## src/rtl/core/jtl_pkg.sv

```systemverilog
// jtl_pkg: types, character codes and sizes shared by the json token lexer
// no dependencies; every rtl/core file refers to it by scoped names
`default_nettype none

package jtl_pkg;

  // width of the internal line counter, 8 to 32
  localparam int LINE_BITS = 24;
  localparam int LINE_OUT_BITS = 24;

  // most results a single input item can cause
  localparam int MAX_RES = 5;
  localparam int RES_CNT_BITS = $clog2(MAX_RES + 1);

  // depth of the queue between front and back
  localparam int BQ_DEPTH = 4;
  localparam int BQ_AW = $clog2(BQ_DEPTH);
  localparam int BQ_CW = $clog2(BQ_DEPTH + 1);

  // depth of the result queue on the output side
  localparam int OQ_DEPTH = 2;
  localparam int OQ_AW = $clog2(OQ_DEPTH);
  localparam int OQ_CW = $clog2(OQ_DEPTH + 1);

  // utf-8 encoding constants
  localparam logic [15:0] UTF8_ONE_LIMIT = 16'h0080;
  localparam logic [15:0] UTF8_TWO_LIMIT = 16'h0800;
  localparam logic [7:0]  UTF8_LEAD2     = 8'hC0;
  localparam logic [7:0]  UTF8_LEAD3     = 8'hE0;
  localparam logic [7:0]  UTF8_CONT      = 8'h80;
  localparam logic [7:0]  UTF8_MASK      = 8'h3F;

  // character codes
  localparam logic [7:0] CH_LF         = 8'd10;
  localparam logic [7:0] CH_SPACE      = 8'd32;
  localparam logic [7:0] CH_TAB        = 8'd9;
  localparam logic [7:0] CH_CR         = 8'd13;
  localparam logic [7:0] CH_QUOTE      = 8'd34;
  localparam logic [7:0] CH_PLUS       = 8'd43;
  localparam logic [7:0] CH_MINUS      = 8'd45;
  localparam logic [7:0] CH_DOT        = 8'd46;
  localparam logic [7:0] CH_EXP_UP     = 8'd69;
  localparam logic [7:0] CH_BSLASH     = 8'd92;
  localparam logic [7:0] CH_UNDERSCORE = 8'd95;
  localparam logic [7:0] CH_EXP_LO     = 8'd101;
  localparam logic [7:0] CH_U          = 8'd117;

  typedef enum logic [2:0] {
    KIND_STR   = 3'd0,
    KIND_IDENT = 3'd1,
    KIND_NUM   = 3'd2,
    KIND_CHAR  = 3'd3,
    KIND_END   = 3'd4
  } kind_t;

  typedef enum logic [9:0] {
    M_IDLE  = 10'b00_0000_0001,
    M_STR   = 10'b00_0000_0010,
    M_ESC   = 10'b00_0000_0100,
    M_HEX   = 10'b00_0000_1000,
    M_IDENT = 10'b00_0001_0000,
    M_MINUS = 10'b00_0010_0000,
    M_INT   = 10'b00_0100_0000,
    M_FRAC  = 10'b00_1000_0000,
    M_EXPS  = 10'b01_0000_0000,
    M_EXPD  = 10'b10_0000_0000
  } mode_t;

  typedef struct packed {
    logic [7:0] in_byte;
    logic       end_of_input;
  } in_item_t;

  typedef struct packed {
    kind_t                    token_kind;
    logic                     has_byte;
    logic [7:0]               out_byte;
    logic                     last_of_token;
    logic [LINE_OUT_BITS-1:0] line_number;
  } out_item_t;

  // one result without its line number
  typedef struct packed {
    kind_t      kind;
    logic       has_byte;
    logic [7:0] tok_byte;
    logic       last;
  } tok_t;

  // all results of one input item
  typedef struct packed {
    tok_t [MAX_RES-1:0]       slot;
    logic [RES_CNT_BITS-1:0]  cnt;
    logic [LINE_OUT_BITS-1:0] line;
  } bundle_t;

endpackage

`default_nettype wire

```

## src/rtl/core/jtl_front.sv

```systemverilog
// jtl_front: lexer state machine and line counter, one input item per cycle while take_item is high
// turns each item into a bundle of results; uses jtl_pkg
`default_nettype none

module jtl_front (
  input  wire logic              clk,
  input  wire logic              rst_n,
  input  wire logic              take_item,
  input  wire jtl_pkg::in_item_t item,
  output logic                   bundle_valid,
  output jtl_pkg::bundle_t       bundle
);

  typedef struct packed {
    logic       valid;
    logic [3:0] value;
  } hex_t;

  jtl_pkg::mode_t                  mode_r, mode_nxt;
  logic [15:0]                     acc_r, acc_nxt;
  logic [2:0]                      hcnt_r, hcnt_nxt;
  logic [jtl_pkg::LINE_BITS-1:0]   line_r, line_nxt;
  jtl_pkg::bundle_t                bd;
  logic [31:0]                     line_ext;

  function automatic logic is_space(input logic [7:0] c);
    return c == jtl_pkg::CH_SPACE || (c >= jtl_pkg::CH_TAB && c <= jtl_pkg::CH_CR);
  endfunction

  function automatic logic is_digit(input logic [7:0] c);
    return c >= 8'd48 && c <= 8'd57;
  endfunction

  function automatic logic is_alpha(input logic [7:0] c);
    return (c >= 8'd65 && c <= 8'd90) || (c >= 8'd97 && c <= 8'd122);
  endfunction

  function automatic hex_t hex_of(input logic [7:0] c);
    hex_t h;
    h.valid = 1'b1;
    h.value = 4'd0;
    if (is_digit(c)) h.value = 4'(c - 8'd48);
    else if (c >= 8'd97 && c <= 8'd102) h.value = 4'(c - 8'd87);
    else if (c >= 8'd65 && c <= 8'd70) h.value = 4'(c - 8'd55);
    else h.valid = 1'b0;
    return h;
  endfunction

  function automatic jtl_pkg::bundle_t push_tok(input jtl_pkg::bundle_t b,
                                                input jtl_pkg::kind_t k,
                                                input logic has,
                                                input logic [7:0] v,
                                                input logic last);
    jtl_pkg::bundle_t r;
    r = b;
    r.slot[r.cnt] = '{kind: k, has_byte: has, tok_byte: has ? v : 8'd0, last: last};
    r.cnt = r.cnt + 1'b1;
    return r;
  endfunction

  function automatic jtl_pkg::bundle_t push_utf8(input jtl_pkg::bundle_t b,
                                                 input logic [15:0] h);
    jtl_pkg::bundle_t r;
    r = b;
    if (h < jtl_pkg::UTF8_ONE_LIMIT) begin
      r = push_tok(r, jtl_pkg::KIND_STR, 1'b1, h[7:0], 1'b0);
    end else if (h < jtl_pkg::UTF8_TWO_LIMIT) begin
      r = push_tok(r, jtl_pkg::KIND_STR, 1'b1, jtl_pkg::UTF8_LEAD2 | 8'(h >> 6), 1'b0);
      r = push_tok(r, jtl_pkg::KIND_STR, 1'b1,
                   jtl_pkg::UTF8_CONT | (jtl_pkg::UTF8_MASK & h[7:0]), 1'b0);
    end else begin
      r = push_tok(r, jtl_pkg::KIND_STR, 1'b1, jtl_pkg::UTF8_LEAD3 | 8'(h >> 12), 1'b0);
      r = push_tok(r, jtl_pkg::KIND_STR, 1'b1,
                   jtl_pkg::UTF8_CONT | (jtl_pkg::UTF8_MASK & 8'(h >> 6)), 1'b0);
      r = push_tok(r, jtl_pkg::KIND_STR, 1'b1,
                   jtl_pkg::UTF8_CONT | (jtl_pkg::UTF8_MASK & h[7:0]), 1'b0);
    end
    return r;
  endfunction

  always_comb begin
    logic       go;
    logic [7:0] b;
    hex_t       hv;
    logic [15:0] acc_sh;
    mode_nxt = mode_r;
    acc_nxt  = acc_r;
    hcnt_nxt = hcnt_r;
    line_nxt = line_r;
    bd       = '0;
    b        = item.in_byte;
    hv       = hex_of(b);
    acc_sh   = {acc_r[11:0], hv.value};
    go       = 1'b1;
    if (item.end_of_input) begin
      unique case (mode_r)
        jtl_pkg::M_HEX: begin
          bd = push_utf8(bd, acc_r);
          bd = push_tok(bd, jtl_pkg::KIND_STR, 1'b0, 8'd0, 1'b1);
        end
        jtl_pkg::M_STR, jtl_pkg::M_ESC:
          bd = push_tok(bd, jtl_pkg::KIND_STR, 1'b0, 8'd0, 1'b1);
        jtl_pkg::M_IDENT:
          bd = push_tok(bd, jtl_pkg::KIND_IDENT, 1'b0, 8'd0, 1'b1);
        jtl_pkg::M_MINUS: begin
          bd = push_tok(bd, jtl_pkg::KIND_CHAR, 1'b1, jtl_pkg::CH_MINUS, 1'b0);
          bd = push_tok(bd, jtl_pkg::KIND_CHAR, 1'b0, 8'd0, 1'b1);
        end
        jtl_pkg::M_INT, jtl_pkg::M_FRAC, jtl_pkg::M_EXPS, jtl_pkg::M_EXPD:
          bd = push_tok(bd, jtl_pkg::KIND_NUM, 1'b0, 8'd0, 1'b1);
        default: ;
      endcase
      bd       = push_tok(bd, jtl_pkg::KIND_END, 1'b0, 8'd0, 1'b1);
      mode_nxt = jtl_pkg::M_IDLE;
      acc_nxt  = 16'd0;
      hcnt_nxt = 3'd0;
    end else begin
      if (b == jtl_pkg::CH_LF && line_r != {jtl_pkg::LINE_BITS{1'b1}}) begin
        line_nxt = line_r + 1'b1;
      end
      // a byte that ends a token is seen again in the new mode, at most twice in all
      for (int p = 0; p < 2; p++) begin
        if (go) begin
          go = 1'b0;
          unique case (mode_nxt)
            jtl_pkg::M_IDLE: begin
              priority if (is_space(b)) begin
              end else if (b == jtl_pkg::CH_QUOTE) begin
                mode_nxt = jtl_pkg::M_STR;
              end else if (is_alpha(b)) begin
                bd = push_tok(bd, jtl_pkg::KIND_IDENT, 1'b1, b, 1'b0);
                mode_nxt = jtl_pkg::M_IDENT;
              end else if (is_digit(b)) begin
                bd = push_tok(bd, jtl_pkg::KIND_NUM, 1'b1, b, 1'b0);
                mode_nxt = jtl_pkg::M_INT;
              end else if (b == jtl_pkg::CH_MINUS) begin
                mode_nxt = jtl_pkg::M_MINUS;
              end else begin
                bd = push_tok(bd, jtl_pkg::KIND_CHAR, 1'b1, b, 1'b0);
                bd = push_tok(bd, jtl_pkg::KIND_CHAR, 1'b0, 8'd0, 1'b1);
              end
            end
            jtl_pkg::M_STR: begin
              priority if (b == jtl_pkg::CH_QUOTE) begin
                bd = push_tok(bd, jtl_pkg::KIND_STR, 1'b0, 8'd0, 1'b1);
                mode_nxt = jtl_pkg::M_IDLE;
              end else if (b == jtl_pkg::CH_BSLASH) begin
                mode_nxt = jtl_pkg::M_ESC;
              end else begin
                bd = push_tok(bd, jtl_pkg::KIND_STR, 1'b1, b, 1'b0);
              end
            end
            jtl_pkg::M_ESC: begin
              if (b == jtl_pkg::CH_U) begin
                acc_nxt  = 16'd0;
                hcnt_nxt = 3'd0;
                mode_nxt = jtl_pkg::M_HEX;
              end else begin
                bd = push_tok(bd, jtl_pkg::KIND_STR, 1'b1, b, 1'b0);
                mode_nxt = jtl_pkg::M_STR;
              end
            end
            jtl_pkg::M_HEX: begin
              if (hv.valid) begin
                // fourth digit completes the escape
                if (hcnt_r >= 3'd3) begin
                  bd = push_utf8(bd, acc_sh);
                  acc_nxt  = 16'd0;
                  hcnt_nxt = 3'd0;
                  mode_nxt = jtl_pkg::M_STR;
                end else begin
                  acc_nxt  = acc_sh;
                  hcnt_nxt = hcnt_r + 3'd1;
                end
              end else begin
                // short escape: flush the value, byte is seen again in string mode
                bd = push_utf8(bd, acc_r);
                acc_nxt  = 16'd0;
                hcnt_nxt = 3'd0;
                mode_nxt = jtl_pkg::M_STR;
                go = 1'b1;
              end
            end
            jtl_pkg::M_IDENT: begin
              if (is_alpha(b) || is_digit(b) || b == jtl_pkg::CH_UNDERSCORE) begin
                bd = push_tok(bd, jtl_pkg::KIND_IDENT, 1'b1, b, 1'b0);
              end else begin
                bd = push_tok(bd, jtl_pkg::KIND_IDENT, 1'b0, 8'd0, 1'b1);
                mode_nxt = jtl_pkg::M_IDLE;
                go = 1'b1;
              end
            end
            jtl_pkg::M_MINUS: begin
              if (is_digit(b)) begin
                bd = push_tok(bd, jtl_pkg::KIND_NUM, 1'b1, jtl_pkg::CH_MINUS, 1'b0);
                bd = push_tok(bd, jtl_pkg::KIND_NUM, 1'b1, b, 1'b0);
                mode_nxt = jtl_pkg::M_INT;
              end else begin
                bd = push_tok(bd, jtl_pkg::KIND_CHAR, 1'b1, jtl_pkg::CH_MINUS, 1'b0);
                bd = push_tok(bd, jtl_pkg::KIND_CHAR, 1'b0, 8'd0, 1'b1);
                mode_nxt = jtl_pkg::M_IDLE;
                go = 1'b1;
              end
            end
            jtl_pkg::M_INT, jtl_pkg::M_FRAC: begin
              priority if (is_digit(b)) begin
                bd = push_tok(bd, jtl_pkg::KIND_NUM, 1'b1, b, 1'b0);
              end else if (b == jtl_pkg::CH_DOT && mode_nxt == jtl_pkg::M_INT) begin
                bd = push_tok(bd, jtl_pkg::KIND_NUM, 1'b1, b, 1'b0);
                mode_nxt = jtl_pkg::M_FRAC;
              end else if (b == jtl_pkg::CH_EXP_LO || b == jtl_pkg::CH_EXP_UP) begin
                bd = push_tok(bd, jtl_pkg::KIND_NUM, 1'b1, b, 1'b0);
                mode_nxt = jtl_pkg::M_EXPS;
              end else begin
                bd = push_tok(bd, jtl_pkg::KIND_NUM, 1'b0, 8'd0, 1'b1);
                mode_nxt = jtl_pkg::M_IDLE;
                go = 1'b1;
              end
            end
            jtl_pkg::M_EXPS: begin
              if (b == jtl_pkg::CH_PLUS || b == jtl_pkg::CH_MINUS || is_digit(b)) begin
                bd = push_tok(bd, jtl_pkg::KIND_NUM, 1'b1, b, 1'b0);
                mode_nxt = jtl_pkg::M_EXPD;
              end else begin
                bd = push_tok(bd, jtl_pkg::KIND_NUM, 1'b0, 8'd0, 1'b1);
                mode_nxt = jtl_pkg::M_IDLE;
                go = 1'b1;
              end
            end
            jtl_pkg::M_EXPD: begin
              if (is_digit(b)) begin
                bd = push_tok(bd, jtl_pkg::KIND_NUM, 1'b1, b, 1'b0);
              end else begin
                bd = push_tok(bd, jtl_pkg::KIND_NUM, 1'b0, 8'd0, 1'b1);
                mode_nxt = jtl_pkg::M_IDLE;
                go = 1'b1;
              end
            end
            default: begin
              mode_nxt = jtl_pkg::M_IDLE;
              go = 1'b1;
            end
          endcase
        end
      end
    end
  end

  assign line_ext     = 32'(line_nxt);
  assign bundle_valid = take_item && (bd.cnt != '0);

  always_comb begin
    bundle      = bd;
    bundle.line = line_ext[jtl_pkg::LINE_OUT_BITS-1:0];
  end

  always_ff @(posedge clk) begin
    if (!rst_n) begin
      mode_r <= jtl_pkg::M_IDLE;
      acc_r  <= 16'd0;
      hcnt_r <= 3'd0;
      line_r <= {{(jtl_pkg::LINE_BITS-1){1'b0}}, 1'b1};
    end else if (take_item) begin
      mode_r <= mode_nxt;
      acc_r  <= acc_nxt;
      hcnt_r <= hcnt_nxt;
      line_r <= line_nxt;
    end
  end

endmodule

`default_nettype wire

```

## src/rtl/core/jtl_bundle_fifo.sv

```systemverilog
// jtl_bundle_fifo: short queue of result bundles between front and back
// uses jtl_pkg for the bundle type and depth
`default_nettype none

module jtl_bundle_fifo (
  input  wire logic             clk,
  input  wire logic             rst_n,
  input  wire logic             wr_en,
  input  wire jtl_pkg::bundle_t wr_data,
  output logic                  q_full,
  input  wire logic             rd_en,
  output logic                  q_empty,
  output jtl_pkg::bundle_t      rd_data
);

  jtl_pkg::bundle_t               mem_r [jtl_pkg::BQ_DEPTH];
  logic [jtl_pkg::BQ_AW-1:0]      wr_ptr_r, rd_ptr_r;
  logic [jtl_pkg::BQ_CW-1:0]      cnt_r, cnt_nxt;
  logic                           do_wr, do_rd;

  assign q_full  = cnt_r == jtl_pkg::BQ_CW'(jtl_pkg::BQ_DEPTH);
  assign q_empty = cnt_r == '0;
  assign do_wr   = wr_en && !q_full;
  assign do_rd   = rd_en && !q_empty;
  assign rd_data = mem_r[rd_ptr_r];

  always_comb begin
    cnt_nxt = cnt_r;
    if (do_wr && !do_rd) cnt_nxt = cnt_r + 1'b1;
    else if (do_rd && !do_wr) cnt_nxt = cnt_r - 1'b1;
  end

  always_ff @(posedge clk) begin
    if (do_wr) mem_r[wr_ptr_r] <= wr_data;
  end

  always_ff @(posedge clk) begin
    if (!rst_n) begin
      wr_ptr_r <= '0;
      rd_ptr_r <= '0;
      cnt_r    <= '0;
    end else begin
      cnt_r <= cnt_nxt;
      if (do_wr) begin
        wr_ptr_r <= (wr_ptr_r == jtl_pkg::BQ_AW'(jtl_pkg::BQ_DEPTH - 1)) ? '0
                                                                         : wr_ptr_r + 1'b1;
      end
      if (do_rd) begin
        rd_ptr_r <= (rd_ptr_r == jtl_pkg::BQ_AW'(jtl_pkg::BQ_DEPTH - 1)) ? '0
                                                                         : rd_ptr_r + 1'b1;
      end
    end
  end

endmodule

`default_nettype wire

```

## src/rtl/core/jtl_back.sv

```systemverilog
// jtl_back: walks the head bundle one result a cycle, while the output queue has room, into a small output queue
// uses jtl_pkg for the bundle and result types
`default_nettype none

module jtl_back (
  input  wire logic               clk,
  input  wire logic               rst_n,
  input  wire logic               bq_empty,
  input  wire jtl_pkg::bundle_t   head,
  output logic                    bq_pop,
  output logic                    empty,
  input  wire logic               pop,
  output jtl_pkg::out_item_t      out_data
);

  logic [jtl_pkg::RES_CNT_BITS-1:0] idx_r;
  jtl_pkg::out_item_t               oq_r [jtl_pkg::OQ_DEPTH];
  logic [jtl_pkg::OQ_AW-1:0]        oq_wr_r, oq_rd_r;
  logic [jtl_pkg::OQ_CW-1:0]        oq_cnt_r;
  logic                             oq_full, oq_push, oq_pop, last_slot;
  jtl_pkg::tok_t                    cur;
  jtl_pkg::out_item_t               cur_item;

  assign oq_full   = oq_cnt_r == jtl_pkg::OQ_CW'(jtl_pkg::OQ_DEPTH);
  assign empty     = oq_cnt_r == '0;
  assign oq_push   = !bq_empty && !oq_full;
  assign oq_pop    = pop && !empty;
  assign cur       = head.slot[idx_r];
  assign last_slot = idx_r == head.cnt - 1'b1;
  assign bq_pop    = oq_push && last_slot;
  assign out_data  = oq_r[oq_rd_r];

  assign cur_item = '{token_kind:    cur.kind,
                      has_byte:      cur.has_byte,
                      out_byte:      cur.tok_byte,
                      last_of_token: cur.last,
                      line_number:   head.line};

  always_ff @(posedge clk) begin
    if (oq_push) oq_r[oq_wr_r] <= cur_item;
  end

  always_ff @(posedge clk) begin
    if (!rst_n) begin
      idx_r    <= '0;
      oq_wr_r  <= '0;
      oq_rd_r  <= '0;
      oq_cnt_r <= '0;
    end else begin
      if (oq_push) begin
        idx_r   <= last_slot ? '0 : idx_r + 1'b1;
        oq_wr_r <= (oq_wr_r == jtl_pkg::OQ_AW'(jtl_pkg::OQ_DEPTH - 1)) ? '0 : oq_wr_r + 1'b1;
      end
      if (oq_pop) begin
        oq_rd_r <= (oq_rd_r == jtl_pkg::OQ_AW'(jtl_pkg::OQ_DEPTH - 1)) ? '0 : oq_rd_r + 1'b1;
      end
      if (oq_push && !oq_pop) oq_cnt_r <= oq_cnt_r + 1'b1;
      else if (oq_pop && !oq_push) oq_cnt_r <= oq_cnt_r - 1'b1;
    end
  end

endmodule

`default_nettype wire

```

## src/rtl/core/json_token_lexer_unit.sv

```systemverilog
// json_token_lexer_unit: top level of the streaming json token lexer
// instantiates jtl_front, jtl_bundle_fifo and jtl_back; uses jtl_pkg
`default_nettype none

// Streaming JSON lexer: push one byte (or an end-of-input marker) per cycle and
// pop token bytes, closing items and end items from a queue-style output. The
// front lexer state machine takes one item every cycle while its four-entry
// bundle queue has room; each item yields zero to five results, and the back
// end delivers one result per cycle while its output queue has room, so the
// results of an item leave the back end one after another and the bundle queue
// absorbs bursts. A result is written into the bundle queue on the edge that
// accepts its item and later into the output queue, from which it is popped.
// There is no clearing pass: the block takes items as soon as reset is released.
module json_token_lexer_unit (
  input  wire logic               clk,
  input  wire logic               rst_n,
  input  wire logic               push,
  output logic                    full,
  input  wire jtl_pkg::in_item_t  in_data,
  output logic                    empty,
  input  wire logic               pop,
  output jtl_pkg::out_item_t      out_data
);

  logic             take_item, bundle_valid, bq_full, bq_empty, bq_pop;
  jtl_pkg::bundle_t bundle, head;

  assign full      = bq_full;
  assign take_item = push && !bq_full;

  jtl_front u_front (
    .clk          (clk),
    .rst_n        (rst_n),
    .take_item    (take_item),
    .item         (in_data),
    .bundle_valid (bundle_valid),
    .bundle       (bundle)
  );

  jtl_bundle_fifo u_bq (
    .clk     (clk),
    .rst_n   (rst_n),
    .wr_en   (bundle_valid),
    .wr_data (bundle),
    .q_full  (bq_full),
    .rd_en   (bq_pop),
    .q_empty (bq_empty),
    .rd_data (head)
  );

  jtl_back u_back (
    .clk      (clk),
    .rst_n    (rst_n),
    .bq_empty (bq_empty),
    .head     (head),
    .bq_pop   (bq_pop),
    .empty    (empty),
    .pop      (pop),
    .out_data (out_data)
  );

endmodule

`default_nettype wire
```

## config.mk

```make
export PLATFORM = sky130hd
export DESIGN_NAME = json_token_lexer_unit
export DESIGN_NICKNAME = d
export VERILOG_FILES = /design/src/rtl/core/jtl_pkg.sv /design/src/rtl/core/jtl_front.sv /design/src/rtl/core/jtl_bundle_fifo.sv /design/src/rtl/core/jtl_back.sv /design/src/rtl/core/json_token_lexer_unit.sv
export SDC_FILE = /design/constraint.sdc
export NUM_CORES = 1
export LEC_CHECK = 0
export BUFFER_PORTS_ARGS = -buffer_cell sky130_fd_sc_hd__buf_2
export CORE_MARGIN = 1
export CORE_UTILIZATION = 30
export DETAILED_ROUTE_END_ITERATION = 10
export HOLD_SLACK_MARGIN = 0.15
export MAX_ROUTING_LAYER = met4
export PLACE_DENSITY_LB_ADDON = 0.08
export SYNTH_ARGS = -nofsm -noshare
export SYNTH_HDL_FRONTEND = slang
export SYNTH_SLANG_ARGS = --single-unit
export TNS_END_PERCENT = 5
```

## constraint.sdc

```tcl
create_clock -name clk -period 6.8 [get_ports clk]
set_clock_uncertainty 0.1 [all_clocks]
set_input_delay 0 -clock clk [delete_from_list [all_inputs] [get_ports clk]]
set_output_delay 0 -clock clk [all_outputs]
set_load 0.02 [all_outputs]
```

==> impl_metrics.yaml <==
clock_tree:
  cts_buffers: 58
  clkTransAtPathRegs_ns: 0.06
  clk_latency_ns: 0.65
  root_buffer: "clkbuf_16"
  htreeDepth: 2
  cts_setup_buffers: 0
  cts_sinks: 512
  max-clock-path-buffers: 3
  cts_tree: "yes"
power:
  totalPowerFinal_mw: 9.97
  ir_worst_vdd_v: 0.000281
  powerDensity_nw_per_um2: 325
  power_leakage_nw: 10.3
yosys:
  yosysSeqAreaShare: 0.555
  synth_area_leader_cell: "edfxtp_1"
  ys.flop_type: "edfxtp_1"
  synth_seq_cells: 512
  syn_inst: 2204
  synth_area_leaders: "edfxtp_1 50%, mux4_2 8.9%, dfxtp_1 5.3%"
  syn_avg_cell_area_um2: 12.0
  synthDistinctLibCells: 92
  synth_edf_count: 442
  yosysTopAreaCellShare: 0.502
  synthesis.area_um2: 26400
  ys_async_sr_fraction: 0
  yosys_warnings: 0
sta:
  slew_headroom: 0.170
  rsz0062_at_grt: "no"
  worst_slew_pin_slew_ns: 1.24
  setup_viol: 0
  finalMaxSlewViolations: 0
  hold_violations: 0
  min_period_over_period: 0.868
  max_freq_mhz: 169
  fin_crit_ns: 5.90
finish:
  nets: 2363
  fin_area_um2: 30700
  area_growth_pct: 16.3
  drive_gt1_frac: 0.197
  n_fill_cell: 8624
placement:
  hpwl_mm: 71.5
  io_buffers: 51
  dpl_cell_area_um2: 28700
  routabilityCongestion: 1.02
global_routing:
  grt_pass1_vias: 19928
  grt_max_degree: 69
  grt_pass1_wl_mm: 146
  grtUsageTotal: 0.230
  grt_overflow: 0
  antenna_found_initial: 3
routing:
  drtIter0Drc: 2195
  vias: 20186
  wire_per_inst_um: 28.6
  routed_wl_mm: 101
  avgViaCountPerCell: 5.72
  drc: 0
  detail-route-antenna-nets: 0
  drtPass1Iterations: 7
flow_run:
  max_cap_violations: 0
floorplanning:
  dieArea_um2: 89300
  fp.dieW_um: 299
  initial_core_util: 0.304
  dieHeight_um: 299
  core_um2: 87000
  io_pins: 52
  rows: 108
critical_path:
  regToRegSetupSlack_ns: 0.90
  crit_chain: "or4_4, nor4_1, buf_4, o211ai_1, nand2_1, buf_4, ha_2, inv_1, buf_4, o21ai_0, and3_1, a221oi_1, nor3_1, o21ai_0, buf_4"
  end_kind: "flip-flop"
  cp.required_ns: 7.10
  critPathKind: "reg2reg"
  cp_slowest_cell: "nor3_1"
  critPathTopFamily: "simple AND/OR/NAND/NOR gates"
  cpPeakStageDelay_ns: 0.68
  start_kind: "flip-flop"
  crit_arrival_ns: 6.20
  worst_path_most_repeated_cell: "buf_4"
  path_buf_inv: 5
  path_max_fanout: 21
min_path:
  hold_path.class: "in2reg"
outcome:
  status: "completed"
==> synthesized netlist by cell type, types with 13 or more instances <==
cell type    n
a211oi_1    28
a21boi_0    17
a21oi_1    145
a221oi_1    15
a22oi_1     54
a31oi_1     30
and2_1      33
and3_1      28
buf_1       19
buf_2       24
clkbuf_1   121
dfxtp_1     70
edfxtp_1   442
ha_1        25
inv_1       63
mux2_2      39
mux4_2     105
nand2_1    148
nand2b_1    13
nand3_1     62
nor2_1     143
nor2b_1     40
nor3_1      50
nor4_1      20
o211ai_1    22
o21ai_0    135
o22ai_1     39
o31ai_1     17
or3_1       14
xnor2_1     39
xor2_1      22
==> repair_timing <==
| action | CTS | global route |
|---|---|---|
| hold buffers | 11 | 0 |
| resized for setup | 0 | 0 |
| hold endpoints to repair | 86 | 0 |
==> state kept, by name, indices dropped and copies added (netlist names), named ones only <==
| register | flops |
|---|---|
| u_bq.mem_r | 368 |
| u_back.oq_rd_r | 1 |
| u_bq.wr_ptr_r | 2 |
| u_back.oq_r | 74 |
| u_back.oq_wr_r | 1 |
| u_front.line_r | 24 |
| u_back.oq_cnt_r | 2 |
| u_front.acc_r | 16 |
| u_back.idx_r | 3 |
| u_bq.rd_ptr_r | 2 |
| u_bq.cnt_r | 3 |
| u_front.mode_r | 10 |
| u_front.hcnt_r | 3 |
==> worst reg2reg max path, delay by kind of cell, from the launching register on <==
| kind | cells | cell delay, ns |
|---|---|---|
| compound gates | 4 | 1.26 |
| flops | 1 | 0.44 |
| simple gates | 5 | 2.22 |
| fa+ha+maj | 1 | 0.53 |
| buf+inv | 5 | 1.11 |
==> stage by stage <==
stage / hold WS (ns) / worst slack, ns / util / std cells / TNS (ns)
2_1_floorplan: 0.104 / -0.159 / - / 2239 / -43.85
3_3_place_gp: 0.388 / 1.04 / 0.330 / 3408 / 0
3_5_place_dp: 0.402 / 1.14 / 0.330 / 3408 / 0
4_1_cts: 0.172 / 1.12 / 0.353 / 3528 / 0
5_1_grt: 0.235 / 0.636 / 0.353 / 3531 / 0
6_report: 0.234 / 0.900 / 0.353 / 3531 / 0
==> layout by cell type, fill, tap and decap left out, types with 24 or more instances in the layout <==
| cell type | instances |
|---|---|
| edfxtp_1 | 442 |
| nand2_1 | 148 |
| a21oi_1 | 144 |
| nor2_1 | 142 |
| o21ai_0 | 135 |
| buf_4 | 122 |
| mux4_2 | 105 |
| dfxtp_1 | 67 |
| inv_1 | 63 |
| nand3_1 | 62 |
| clkbuf_16 | 58 |
| a22oi_1 | 54 |
| buf_2 | 51 |
| nor3_1 | 49 |
| nor2b_1 | 39 |
| o22ai_1 | 39 |
| xnor2_1 | 39 |
| mux2_2 | 39 |
| conb_1 | 36 |
| a31oi_1 | 30 |
| and3_1 | 28 |
| and2_1 | 28 |
| a211oi_1 | 28 |
| ha_1 | 24 |
==> area by class of cell <==
class	instances	area, µm²	share of cell area
multi-input cells	1498	11000	0.359
repair buffers	191	1420	0.0463
clock inverters	29	308	0.0100
inverters	63	236	0.00769
clock buffers	80	1580	0.0515
well taps	1155	1450	0.0470
diodes	3	7.51	0.000244
flip-flops and latches	512	14700	0.478
==> layer usage <==
layer / share of wire / global-route usage / wire [µm] / vias to the layer above
met5: 0 / - / 0 / -
met4: 0.055 / 0.108 / 5600 / 0
met3: 0.072 / 0.0376 / 7310 / 292
met2: 0.45 / 0.356 / 45900 / 984
met1: 0.42 / 0.294 / 42100 / 10132
li1: - / - / - / 8778
==> where the power goes <==
| part | total [mW] | leakage [nW] | internal, mW | switching [mW] |
|---|---|---|---|---|
| Sequential | 4.25 | 4.77 | 4.07 | 0.187 |
| Combinational | 2.65 | 4.61 | 1.04 | 1.61 |
| Clock | 3.07 | 0.916 | 1.76 | 1.31 |
==> path summary, 6_finish.rpt <==
kind                                     endpoint               from  cells past startpoint
worst min-delay path            u_front.mode_r[5]         in_data[6]                      6
worst max-delay path            u_bq.mem_r[2][54]  u_front.mode_r[6]                     15
worst max register to register  u_bq.mem_r[2][54]  u_front.mode_r[6]                     15
worst min register to register  u_front.hcnt_r[2]  u_front.hcnt_r[2]                      2
==> cells by family after synthesis <==
family | count (synthesis) | synth area share
multiplexers | 150 | 0.108
AND/OR/NAND/NOR | 624 | 0.121
other | 1 | 0.000142
flip-flops | 512 | 0.555
adder cells (fa/ha/maj) | 26 | 0.0126
XOR/XNOR | 61 | 0.0202
AO/OA/AOI/OAI | 601 | 0.149
buffers and inverters | 229 | 0.0342
Power figures use the tool's default switching activity.
